==> src/hw/rtl/led_pattern_frame_generator_defines.svh <==
// Assertion helpers shared by the frame generator sources.
// Both sample on the rising edge of clk and stay quiet while arst_n is low.
`ifndef LED_PATTERN_FRAME_GENERATOR_DEFINES_SVH
`define LED_PATTERN_FRAME_GENERATOR_DEFINES_SVH

// Consequent must hold in the same cycle as the antecedent.
`define LPFG_ASSERT_SAME(label, ante, cons, msg) \
	label: assert property (@(posedge clk) disable iff (!arst_n) (ante) |-> (cons)) \
		else $error(msg);

// Consequent must hold in the cycle after the antecedent.
`define LPFG_ASSERT_NEXT(label, ante, cons, msg) \
	label: assert property (@(posedge clk) disable iff (!arst_n) (ante) |=> (cons)) \
		else $error(msg);

`endif

==> src/hw/rtl/lpfg_pkg.sv <==
package lpfg_pkg;

	localparam int NUM_LEDS_DEF = 16;

	localparam int PIX_W      = 6;
	localparam int COLOR_W    = 8;
	localparam int TIME_W     = 32;
	localparam int INTERVAL_W = 16;
	localparam int CFG_IDX_W  = 2;
	localparam int CFG_DATA_W = 16;

	localparam logic [INTERVAL_W-1:0] INTERVAL_RESET = INTERVAL_W'(20);

	// Configuration register indexes
	localparam logic [CFG_IDX_W-1:0] REG_ENABLE   = CFG_IDX_W'(0);
	localparam logic [CFG_IDX_W-1:0] REG_PATTERN  = CFG_IDX_W'(1);
	localparam logic [CFG_IDX_W-1:0] REG_INTERVAL = CFG_IDX_W'(2);

	typedef enum logic [2:0] {
		PAT_IDLE,
		PAT_ALERT,
		PAT_HAPPY,
		PAT_ANGRY,
		PAT_AI,
		PAT_SLEEP,
		PAT_ERROR,
		PAT_OFF
	} pattern_t;

	typedef logic [COLOR_W-1:0] color_t;
	typedef logic [PIX_W-1:0]   pix_t;

	// One rendered frame as handed from the frame control to the pixel stage
	typedef struct packed {
		pattern_t pattern;
		color_t   red;
		color_t   green;
		color_t   blue;
		pix_t     head;
	} frame_t;

	// Blink and flash timing, in frames
	localparam int ALERT_PERIOD = 10;
	localparam int ALERT_ON     = 5;
	localparam int ANGRY_PERIOD = 6;
	localparam int ANGRY_ON     = 3;
	localparam int ERROR_PERIOD = 40;
	localparam int ERROR_FLASH  = 4;

	localparam color_t FULL_ON     = 8'd255;
	localparam color_t ALERT_LOW   = 8'd40;
	localparam color_t ALERT_G_HI  = 8'd170;
	localparam color_t ALERT_G_LOW = 8'd26;
	localparam color_t ERROR_G     = 8'd153;

	// Chase shapes
	localparam int     HAPPY_TAIL = 4;
	localparam int     AI_TAIL    = 3;
	localparam color_t AI_PEAK    = 8'd200;
	localparam color_t AI_FLOOR   = 8'd10;
	localparam color_t AI_G0      = 8'd66;
	localparam color_t AI_G1      = 8'd33;
	localparam color_t AI_G2      = 8'd16;
	localparam color_t AI_G_FLOOR = 8'd3;

	// Breathe tables
	localparam int IDLE_ROM_DEPTH  = 160;
	localparam int SLEEP_ROM_DEPTH = 400;
	localparam int SLEEP_HALF      = SLEEP_ROM_DEPTH / 2;
	localparam int SLEEP_DIV       = 6;
	localparam int FRAC_BITS       = 30;
	localparam longint HALF_PI_Q   = 64'sd1686629713;

	typedef logic [COLOR_W-1:0] idle_rom_t [IDLE_ROM_DEPTH];
	typedef logic [COLOR_W-1:0] sleep_half_t [SLEEP_HALF];

	// Q30 sine over the first quadrant, Taylor series to the 17th power
	function automatic longint sine_q(longint theta);
		longint t2;
		longint term;
		longint sum;
		t2 = (theta * theta) >>> FRAC_BITS;
		term = theta;
		sum = theta;
		term = ((term * t2) >>> FRAC_BITS) / 6;
		sum = sum - term;
		term = ((term * t2) >>> FRAC_BITS) / 20;
		sum = sum + term;
		term = ((term * t2) >>> FRAC_BITS) / 42;
		sum = sum - term;
		term = ((term * t2) >>> FRAC_BITS) / 72;
		sum = sum + term;
		term = ((term * t2) >>> FRAC_BITS) / 110;
		sum = sum - term;
		term = ((term * t2) >>> FRAC_BITS) / 156;
		sum = sum + term;
		term = ((term * t2) >>> FRAC_BITS) / 210;
		sum = sum - term;
		term = ((term * t2) >>> FRAC_BITS) / 272;
		sum = sum + term;
		if (sum < 0) begin
			sum = 0;
		end
		return sum;
	endfunction

	// Entry k of the idle (short) or sleep (long) breathe table
	function automatic color_t breathe_entry(int k, bit long_table);
		int     n;
		int     q;
		int     r;
		longint theta;
		longint s;
		longint val;
		n = long_table ? SLEEP_ROM_DEPTH : IDLE_ROM_DEPTH;
		if (k == 0) begin
			return 8'd127;
		end
		if (4 * k == n) begin
			return 8'd254;
		end
		if (2 * k == n) begin
			return 8'd126;
		end
		if (4 * k == 3 * n) begin
			return 8'd0;
		end
		if (4 * k >= 3 * n) begin
			q = 3;
		end else if (4 * k >= 2 * n) begin
			q = 2;
		end else if (4 * k >= n) begin
			q = 1;
		end else begin
			q = 0;
		end
		r = 4 * k - q * n;
		if (q % 2 == 1) begin
			r = n - r;
		end
		if (long_table) begin
			theta = (HALF_PI_Q * longint'(r)) / SLEEP_ROM_DEPTH;
		end else begin
			theta = (HALF_PI_Q * longint'(r)) / IDLE_ROM_DEPTH;
		end
		s = sine_q(theta);
		if (q < 2) begin
			val = (longint'(127) <<< FRAC_BITS) + 127 * s;
		end else begin
			val = (longint'(127) <<< FRAC_BITS) - 127 * s;
		end
		if (val < 0) begin
			val = 0;
		end
		return color_t'(val >>> FRAC_BITS);
	endfunction

	function automatic idle_rom_t build_idle_rom();
		idle_rom_t rom;
		for (int k = 0; k < IDLE_ROM_DEPTH; k++) begin
			rom[k] = breathe_entry(k, 1'b0);
		end
		return rom;
	endfunction

	// Sleep entries come out already scaled down for the blue channel
	function automatic sleep_half_t build_sleep_half(int base);
		sleep_half_t rom;
		for (int k = 0; k < SLEEP_HALF; k++) begin
			rom[k] = color_t'(breathe_entry(base + k, 1'b1) / SLEEP_DIV);
		end
		return rom;
	endfunction

	localparam idle_rom_t   IDLE_ROM      = build_idle_rom();
	localparam sleep_half_t SLEEP_ROM_LO  = build_sleep_half(0);
	localparam sleep_half_t SLEEP_ROM_HI  = build_sleep_half(SLEEP_HALF);

endpackage

==> src/hw/rtl/lpfg_frame_ctrl.sv <==
module lpfg_frame_ctrl
	import lpfg_pkg::*;
#(
	parameter int NUM_LEDS = NUM_LEDS_DEF
) (
	input  logic                  clk,
	input  logic                  arst_n,
	input  logic                  cfg_valid,
	output logic                  cfg_ready,
	input  logic [CFG_IDX_W-1:0]  cfg_index,
	input  logic [CFG_DATA_W-1:0] cfg_data,
	input  logic                  in_valid,
	output logic                  in_ready,
	input  logic [TIME_W-1:0]     now_ms,
	input  logic                  frame_done,
	output logic                  frame_valid,
	output frame_t                frame
);

	localparam pix_t LAST_PIX = PIX_W'(NUM_LEDS - 1);

	logic                  enable_q;
	pattern_t              pattern_q;
	logic [INTERVAL_W-1:0] interval_q;

	logic [TIME_W-1:0] last_time_q;
	logic [TIME_W-1:0] frame_count_q;

	// Frame count reduced by each period, kept alongside the count itself
	logic [7:0] p160_q;
	logic [8:0] p400_q;
	logic [3:0] p10_q;
	logic [2:0] p6_q;
	logic [5:0] p40_q;
	pix_t       happy_head_q;
	logic       ai_odd_q;
	pix_t       ai_head_q;

	logic              frame_valid_s1;
	frame_t            frame_s1;

	logic [TIME_W-1:0] elapsed;
	logic              start;
	logic              wrap;
	frame_t            frame_next;
	color_t            v;
	logic              on;

	assign cfg_ready = 1'b1;

	always_ff @(posedge clk or negedge arst_n) begin
		if (!arst_n) begin
			enable_q   <= 1'b0;
			pattern_q  <= PAT_IDLE;
			interval_q <= INTERVAL_RESET;
		end else if (cfg_valid) begin
			case (cfg_index)
				REG_ENABLE:   enable_q   <= cfg_data[0];
				REG_PATTERN:  pattern_q  <= pattern_t'(cfg_data[2:0]);
				REG_INTERVAL: interval_q <= cfg_data[INTERVAL_W-1:0];
				default: ;
			endcase
		end
	end

	assign in_ready = !frame_valid_s1 || frame_done;
	assign elapsed  = now_ms - last_time_q;
	assign start    = in_valid && in_ready && enable_q &&
		(elapsed >= TIME_W'(interval_q));
	assign wrap     = (frame_count_q == '1);

	always_comb begin
		frame_next         = '0;
		frame_next.pattern = pattern_q;
		v                  = '0;
		on                 = 1'b0;
		case (pattern_q)
			PAT_IDLE: begin
				v                = IDLE_ROM[p160_q];
				frame_next.red   = v;
				frame_next.green = v >> 1;
				frame_next.blue  = v >> 3;
			end
			PAT_ALERT: begin
				on               = (p10_q < 4'(ALERT_ON));
				frame_next.red   = on ? FULL_ON : ALERT_LOW;
				frame_next.green = on ? ALERT_G_HI : ALERT_G_LOW;
			end
			PAT_HAPPY: frame_next.head = happy_head_q;
			PAT_ANGRY: begin
				frame_next.red = (p6_q < 3'(ANGRY_ON)) ? FULL_ON : '0;
			end
			PAT_AI: frame_next.head = ai_head_q;
			PAT_SLEEP: begin
				if (p400_q < 9'(SLEEP_HALF)) begin
					frame_next.blue = SLEEP_ROM_LO[p400_q[7:0]];
				end else begin
					frame_next.blue = SLEEP_ROM_HI[8'(p400_q - 9'(SLEEP_HALF))];
				end
			end
			PAT_ERROR: begin
				// two short flashes at the head of each period
				on = (p40_q < 6'(ERROR_FLASH)) ||
					((p40_q >= 6'(2 * ERROR_FLASH)) && (p40_q < 6'(3 * ERROR_FLASH)));
				frame_next.red   = on ? FULL_ON : '0;
				frame_next.green = on ? ERROR_G : '0;
			end
			default: ;
		endcase
	end

	always_ff @(posedge clk or negedge arst_n) begin
		if (!arst_n) begin
			last_time_q   <= '0;
			frame_count_q <= '0;
			p160_q        <= '0;
			p400_q        <= '0;
			p10_q         <= '0;
			p6_q          <= '0;
			p40_q         <= '0;
			happy_head_q  <= '0;
			ai_odd_q      <= 1'b0;
			ai_head_q     <= '0;
		end else if (start) begin
			last_time_q   <= now_ms;
			frame_count_q <= frame_count_q + 1'b1;
			// the count wrapping to zero restarts every phase
			p160_q <= (wrap || p160_q == 8'(IDLE_ROM_DEPTH - 1)) ? '0 : p160_q + 1'b1;
			p400_q <= (wrap || p400_q == 9'(SLEEP_ROM_DEPTH - 1)) ? '0 : p400_q + 1'b1;
			p10_q  <= (wrap || p10_q == 4'(ALERT_PERIOD - 1)) ? '0 : p10_q + 1'b1;
			p6_q   <= (wrap || p6_q == 3'(ANGRY_PERIOD - 1)) ? '0 : p6_q + 1'b1;
			p40_q  <= (wrap || p40_q == 6'(ERROR_PERIOD - 1)) ? '0 : p40_q + 1'b1;
			happy_head_q <= (wrap || happy_head_q == LAST_PIX) ? '0 : happy_head_q + 1'b1;
			ai_odd_q     <= wrap ? 1'b0 : !ai_odd_q;
			if (wrap) begin
				ai_head_q <= '0;
			end else if (ai_odd_q) begin
				ai_head_q <= (ai_head_q == LAST_PIX) ? '0 : ai_head_q + 1'b1;
			end
		end
	end

	always_ff @(posedge clk or negedge arst_n) begin
		if (!arst_n) begin
			frame_valid_s1 <= 1'b0;
		end else if (start) begin
			frame_valid_s1 <= 1'b1;
		end else if (frame_done) begin
			frame_valid_s1 <= 1'b0;
		end
	end

	always_ff @(posedge clk) begin
		if (start) begin
			frame_s1 <= frame_next;
		end
	end

	assign frame_valid = frame_valid_s1;
	assign frame       = frame_s1;

endmodule

==> src/hw/rtl/lpfg_pixel_gen.sv <==
module lpfg_pixel_gen
	import lpfg_pkg::*;
#(
	parameter int NUM_LEDS = NUM_LEDS_DEF
) (
	input  logic   clk,
	input  logic   arst_n,
	input  logic   frame_valid,
	input  frame_t frame,
	output logic   frame_done,
	output logic   out_valid,
	input  logic   out_ready,
	output pix_t   pixel_index,
	output color_t red,
	output color_t green,
	output color_t blue,
	output logic   last_pixel
);

	localparam pix_t LAST_PIX = PIX_W'(NUM_LEDS - 1);

	pix_t   idx_q;
	logic   out_valid_q;
	pix_t   pixel_index_s2;
	color_t red_s2;
	color_t green_s2;
	color_t blue_s2;
	logic   last_s2;

	logic          advance;
	logic          last;
	logic [PIX_W:0] lag_wide;
	pix_t          lag;
	color_t        w;
	color_t        r_next;
	color_t        g_next;
	color_t        b_next;

	assign advance    = frame_valid && (!out_valid_q || out_ready);
	assign last       = (idx_q == LAST_PIX);
	assign frame_done = advance && last;

	// distance behind the chase head, modulo the strip length
	always_comb begin
		if (idx_q >= frame.head) begin
			lag_wide = (PIX_W + 1)'(idx_q) - (PIX_W + 1)'(frame.head);
		end else begin
			lag_wide = (PIX_W + 1)'(idx_q) + (PIX_W + 1)'(NUM_LEDS)
				- (PIX_W + 1)'(frame.head);
		end
		lag = lag_wide[PIX_W-1:0];
	end

	always_comb begin
		r_next = frame.red;
		g_next = frame.green;
		b_next = frame.blue;
		w      = '0;
		case (frame.pattern)
			PAT_HAPPY: begin
				w      = (lag < PIX_W'(HAPPY_TAIL)) ? (FULL_ON >> lag) : '0;
				g_next = w;
				b_next = w >> 2;
			end
			PAT_AI: begin
				w = (lag < PIX_W'(AI_TAIL)) ? (AI_PEAK >> lag) : AI_FLOOR;
				b_next = w;
				case (lag)
					PIX_W'(0): g_next = AI_G0;
					PIX_W'(1): g_next = AI_G1;
					PIX_W'(2): g_next = AI_G2;
					default:   g_next = AI_G_FLOOR;
				endcase
			end
			default: ;
		endcase
	end

	always_ff @(posedge clk or negedge arst_n) begin
		if (!arst_n) begin
			idx_q       <= '0;
			out_valid_q <= 1'b0;
		end else begin
			if (advance) begin
				idx_q <= last ? '0 : idx_q + 1'b1;
			end
			if (advance) begin
				out_valid_q <= 1'b1;
			end else if (out_ready) begin
				out_valid_q <= 1'b0;
			end
		end
	end

	always_ff @(posedge clk) begin
		if (advance) begin
			pixel_index_s2 <= idx_q;
			red_s2         <= r_next;
			green_s2       <= g_next;
			blue_s2        <= b_next;
			last_s2        <= last;
		end
	end

	assign out_valid   = out_valid_q;
	assign pixel_index = pixel_index_s2;
	assign red         = red_s2;
	assign green       = green_s2;
	assign blue        = blue_s2;
	assign last_pixel  = last_s2;

endmodule

==> src/hw/rtl/led_pattern_frame_generator.sv <==
// LED pattern frame generator.
// Input channel (in_valid/in_ready, now_ms): one millisecond timestamp per beat.
// When enabled and at least frame_interval_ms have passed since the last frame
// (wrapping difference), the timestamp starts a frame; otherwise it is dropped.
// Output channel (out_valid/out_ready): NUM_LEDS beats per frame, pixel 0 first,
// last_pixel set on pixel NUM_LEDS-1, colors chosen by pattern_select.
// Config channel (cfg_valid/cfg_ready, cfg_index, cfg_data): index 0 enable,
// 1 pattern_select, 2 frame_interval_ms; other indexes are ignored. Always ready.
// Pixel 0 reaches the output through the frame register and then the output
// register. Throughput: one pixel beat per cycle, set by the single pixel
// stage, while the receiver is ready. The next timestamp is taken in the cycle
// the last pixel of a frame enters the output register, so frames stream back
// to back.
// A stalled receiver holds the output register; the pixel stage and the input
// channel wait behind it, nothing is lost.
// Reset clears enable, the frame counter and the last frame time, sets the
// interval to 20 ms and the pattern to idle breathe.
`include "led_pattern_frame_generator_defines.svh"

module led_pattern_frame_generator
	import lpfg_pkg::*;
#(
	parameter int NUM_LEDS = NUM_LEDS_DEF
) (
	input  logic                  clk,
	input  logic                  arst_n,
	input  logic                  cfg_valid,
	output logic                  cfg_ready,
	input  logic [CFG_IDX_W-1:0]  cfg_index,
	input  logic [CFG_DATA_W-1:0] cfg_data,
	input  logic                  in_valid,
	output logic                  in_ready,
	input  logic [TIME_W-1:0]     now_ms,
	output logic                  out_valid,
	input  logic                  out_ready,
	output logic [PIX_W-1:0]      pixel_index,
	output logic [COLOR_W-1:0]    red,
	output logic [COLOR_W-1:0]    green,
	output logic [COLOR_W-1:0]    blue,
	output logic                  last_pixel
);

	logic   frame_valid;
	logic   frame_done;
	frame_t frame;

	lpfg_frame_ctrl #(
		.NUM_LEDS(NUM_LEDS)
	) u_frame_ctrl (
		.clk        (clk),
		.arst_n     (arst_n),
		.cfg_valid  (cfg_valid),
		.cfg_ready  (cfg_ready),
		.cfg_index  (cfg_index),
		.cfg_data   (cfg_data),
		.in_valid   (in_valid),
		.in_ready   (in_ready),
		.now_ms     (now_ms),
		.frame_done (frame_done),
		.frame_valid(frame_valid),
		.frame      (frame)
	);

	lpfg_pixel_gen #(
		.NUM_LEDS(NUM_LEDS)
	) u_pixel_gen (
		.clk        (clk),
		.arst_n     (arst_n),
		.frame_valid(frame_valid),
		.frame      (frame),
		.frame_done (frame_done),
		.out_valid  (out_valid),
		.out_ready  (out_ready),
		.pixel_index(pixel_index),
		.red        (red),
		.green      (green),
		.blue       (blue),
		.last_pixel (last_pixel)
	);

	`LPFG_ASSERT_SAME(a_last_index, out_valid && last_pixel, pixel_index == PIX_W'(NUM_LEDS - 1), "last_pixel flagged away from the final LED")
	`LPFG_ASSERT_NEXT(a_pixel_order, out_valid && out_ready && !last_pixel, out_valid && (pixel_index == PIX_W'($past(pixel_index) + 1'b1)), "pixels of a frame out of order")
	`LPFG_ASSERT_NEXT(a_frame_drains, frame_valid && !out_valid, out_valid, "pending frame produced no pixel")

endmodule
==> config.mk <==
export PLATFORM = sky130hd
export DESIGN_NAME = led_pattern_frame_generator
export DESIGN_NICKNAME = d
export VERILOG_FILES = /design/src/hw/rtl/lpfg_pkg.sv /design/src/hw/rtl/lpfg_frame_ctrl.sv /design/src/hw/rtl/lpfg_pixel_gen.sv /design/src/hw/rtl/led_pattern_frame_generator.sv
export VERILOG_INCLUDE_DIRS = /design/src /design/src/hw/rtl
export SDC_FILE = /design/constraint.sdc
export NUM_CORES = 1
export LEC_CHECK = 0
export BUFFER_PORTS_ARGS = -buffer_cell sky130_fd_sc_hd__clkbuf_2
export CORE_ASPECT_RATIO = 0.9
export CORE_MARGIN = 10
export CORE_UTILIZATION = 55
export CTS_BUF_LIST = sky130_fd_sc_hd__clkbuf_8
export CTS_CLUSTER_DIAMETER = 150
export CTS_CLUSTER_SIZE = 14
export DETAILED_ROUTE_END_ITERATION = 8
export GPL_ROUTABILITY_DRIVEN = 0
export PLACE_DENSITY = 0.72
export SLEW_MARGIN = 30
export SYNTH_ARGS = -nofsm -noshare
export SYNTH_HDL_FRONTEND = slang
export SYNTH_HIERARCHICAL = 1
export SYNTH_SLANG_ARGS = --single-unit
==> constraint.sdc <==
create_clock -name clk -period 14 [get_ports clk]
set_input_delay 2.1 -clock clk [delete_from_list [all_inputs] [get_ports clk]]
set_output_delay 2.1 -clock clk [all_outputs]
set_load 0.02 [all_outputs]
==> results_dict.tcl <==
set metrics [dict create \
    status "finished, final reports clean" \
    use_met1_pct 31.20 \
    crit_slowest_cell "buf_4" \
    top_usage_layer "met1" \
    layout_common_cells "nand2_1, dfrtp_1, nor2_1" \
    die_height_um 174.1 \
    drv_cap 0 \
    pwr_density_cell_mw_per_mm2 207.8 \
    worstMarginPinSlew_ns 1.016 \
    ys_warn_count 6 \
    finalCriticalPeriod_ns 7.850 \
    io_pins 89 \
    slew_viol_final 0 \
    final_hold_viol_count 0 \
    core_area_sq_mm 0.02607 \
    clock-sinks 197 \
    setup.worst_path.end_class "flop" \
    clkLatencyLatePin_ns 0.50 \
    finClkSkew_ns 0.02995 \
    area_growth_pct 6.626 \
    timing.rr.start "u_frame_ctrl/last_time_q[0]$_DFFE_PN0P_" \
    cp.arrival_ns 8.22 \
    cp_common_cell "nor2_1" \
    yosys.area_share.simple_pct 18.29 \
    drtIter0Drc 1288 \
    synth-seq-cells 197 \
    antenna_found_initial 0 \
    fill_cells 2278 \
    hpwlAfterDp_um 25640 \
    cts_max_path_buffers 2 \
    seqCellArea_sq_mm 0.005243 \
    multi_input_area_sq_mm 0.008387 \
    drtAntennaViolNets 0 \
    synth-edff-count 62 \
    min_path_type "reg -> reg" \
    use_met3_pct 4.222 \
    clk_pin_slew_worst_paths_ns 0.13 \
    slew_headroom_pct 32.28 \
    r2r_end "u_frame_ctrl/last_time_q[29]$_DFFE_PN0P_" \
    start_util_pct 55.71 \
    hold_buffers 0 \
    synth.area.mux_share_pct 5.825 \
    via_count 12350 \
    portBuffers 87 \
    async_flop_share_pct 68.53 \
    crit_fanout 77 \
    p_leak_nw 6.592 \
    worst_r2r_path_depth 23 \
    cts-htree-levels 4 \
    rows 56 \
    peakVddDrop_v 0.00008547 \
    first_pass_iters 7 \
    via_per_inst 6.092 \
    fin_total_pwr_mw 3.217 \
    r2r_setup_slack_ns 7.48 \
    antennaDiodeCount 0 \
    synth_cell_types 90 \
    path_class "in -> reg" \
    numCtsBuffers 17 \
    synthAdderAreaFrac_pct 9.186 \
    fmax_mhz 127.4 \
    cts_tree "yes" \
    critPathLaunchType "input pin" \
    mostFrequentLayoutCell "nand2_1" \
    drive_gt1_share_pct 12.08 \
    cts_root_buf "clkbuf_8" \
    synth_top_family_by_area "compound AO/OA/AOI/OAI gates" \
    stdcell_count 2028 \
    avgRoutedWirePerCell_um 17.49 \
    postCtsSetupBuffers 0 \
    worstPathRequired_ns 14.37 \
    grt_use_met2_pct 30.01 \
    synth_seq_area_share_pct 36.11 \
    wl_um 35470 \
    cts_resized 0 \
    syn_inst 1651 \
    dp_cells 1996 \
    grt_use_total_pct 20.76 \
    layout.nets 1825 \
    grt_pass1_wl_um 58220 \
    timing.critical_path.buf_inv 5 \
    hold_end "u_pixel_gen/red[3]$_DFFE_PP_" \
    grt_pass1_vias 11310 \
    tns_ns 0 \
    synth_area_sq_mm 0.01452 \
    synth-xor-area-share_pct 3.921 \
    dieArea_sq_mm 0.03331 \
    drc 0 \
    hold_slack_ns 0.4384 \
    hold_start "u_frame_ctrl/frame[25]$_DFFE_PP_" \
    grt_overflow 0 \
    crit_family "simple AND/OR/NAND/NOR gates" \
    syn_area_per_cell_sq_um 8.795 \
    post-route-period-util_pct 56.07 \
    synth_compound_area_share_pct 20.36 \
    grt_max_degree 82 \
    worstHoldPathCells 0 \
    setup_viol 0 \
    die_w_um 191.3 \
    crit_cells 25 \
    rsz0062_at_grt "no" \
    cp_slowest_stage_delay_ns 0.61 \
    synth_flop_cell "dfrtp_1" \
]
final cells by class:
type                            count  share of cell area, %
Inverter                          113                  2.748
Timing Repair Buffer              100                  3.491
Multi-Input combinational cell   1238                  54.17
Tap cell                          348                  2.812
Clock inverter                     15                  1.406
Sequential cell                   197                  33.86
Clock buffer                       17                  1.511
sequential cells by signal (all words and copies together), names as in the netlist, 8 cells and up:
signal	cells
u_pixel_gen/blue	8
u_frame_ctrl/p400_q	9
u_pixel_gen/green	8
u_frame_ctrl/p160_q	8
u_frame_ctrl/frame_count_q	32
u_frame_ctrl/last_time_q	32
u_frame_ctrl/frame	31
u_pixel_gen/red	8
u_frame_ctrl/interval_q	16
synthesized netlist by cell type (all sizes together) (12+ instances only):
master  count  area (sq um)
o31ai      16         120.1
o21ai     140         711.9
nor2b      24         150.1
clkbuf     69         261.5
mux2       54         608.1
a211oi     23         172.7
buf        35         224.0
inv       110         412.9
nand4      24         156.4
a22oi      12         90.09
nor2      131         496.7
nand2     150         563.0
xor2       33         289.0
nor3       57         285.3
a21o       14         105.1
ha         97          1214
xnor2      32         280.3
edfxtp     62          1862
o211ai     23         172.7
a31oi      12         75.07
a21oi     117         615.6
nand3      46         230.2
dfrtp     133          3328
and3       20         125.1
nand2b     24         150.1
report_power, final:
part           leakage, nW  internal (mW)  switching, mW
registers             2.28          0.759          0.124
logic                 4.09          0.741           1.19
clock network        0.222          0.147          0.252
total                 6.59           1.65           1.57
worst register-to-register path: cells and delay by family, from the launching register on:
kind / cells / cell delay [ns]
compound gates: 5 / 0.85
fa+ha+maj: 3 / 0.92
buf+inv: 3 / 1.73
xor+xnor: 1 / 0.14
flops: 1 / 0.43
simple gates: 10 / 1.86
mux: 1 / 0.48
cells by family after synthesis:
logic type	count (synthesis)
AOI/OAI and AO/OA	456
DFF	197
other	2
muxes	69
and+or+nand+nor	542
buffers and inverters	217
adders and majority gates	103
xor gates and xnor gates	65
how the worst max path moves through the flow:
stage	from	end	slack, ns
2_1_floorplan	now_ms[0]	u_frame_ctrl/frame[0]$_DFFE_PP_	7.67
3_3_place_gp	now_ms[0]	u_frame_ctrl/last_time_q[26]$_DFFE_PN0P_	5.90
3_5_place_dp	now_ms[0]	u_frame_ctrl/last_time_q[23]$_DFFE_PN0P_	5.75
4_1_cts	now_ms[0]	u_frame_ctrl/last_time_q[29]$_DFFE_PN0P_	6.24
5_1_grt	now_ms[0]	u_frame_ctrl/last_time_q[29]$_DFFE_PN0P_	5.73
6_report	now_ms[0]	u_frame_ctrl/last_time_q[29]$_DFFE_PN0P_	6.15
layer usage:
layer | vias to the layer above | part of all wire (%) | wire (um)
li1 | 5999 | - | -
met1 | 5829 | 48 | 16950
met2 | 494 | 43 | 15370
met3 | 32 | 7.8 | 2766
met4 | 0 | 1.1 | 379
met5 | - | 0 | 0
through the flow:
stage | cell area [sq um] | setup WS (ns) | utilization [%]
finish | 15480 | 6.150 | 59.40
floorplan | 14520 | 7.667 | -
detailed placement | 15020 | 5.746 | 57.64
global placement | 15010 | 5.898 | 57.60
CTS | 15470 | 6.241 | 59.37
global route | 15480 | 5.731 | 59.40
(Power assumes the default switching activity.)
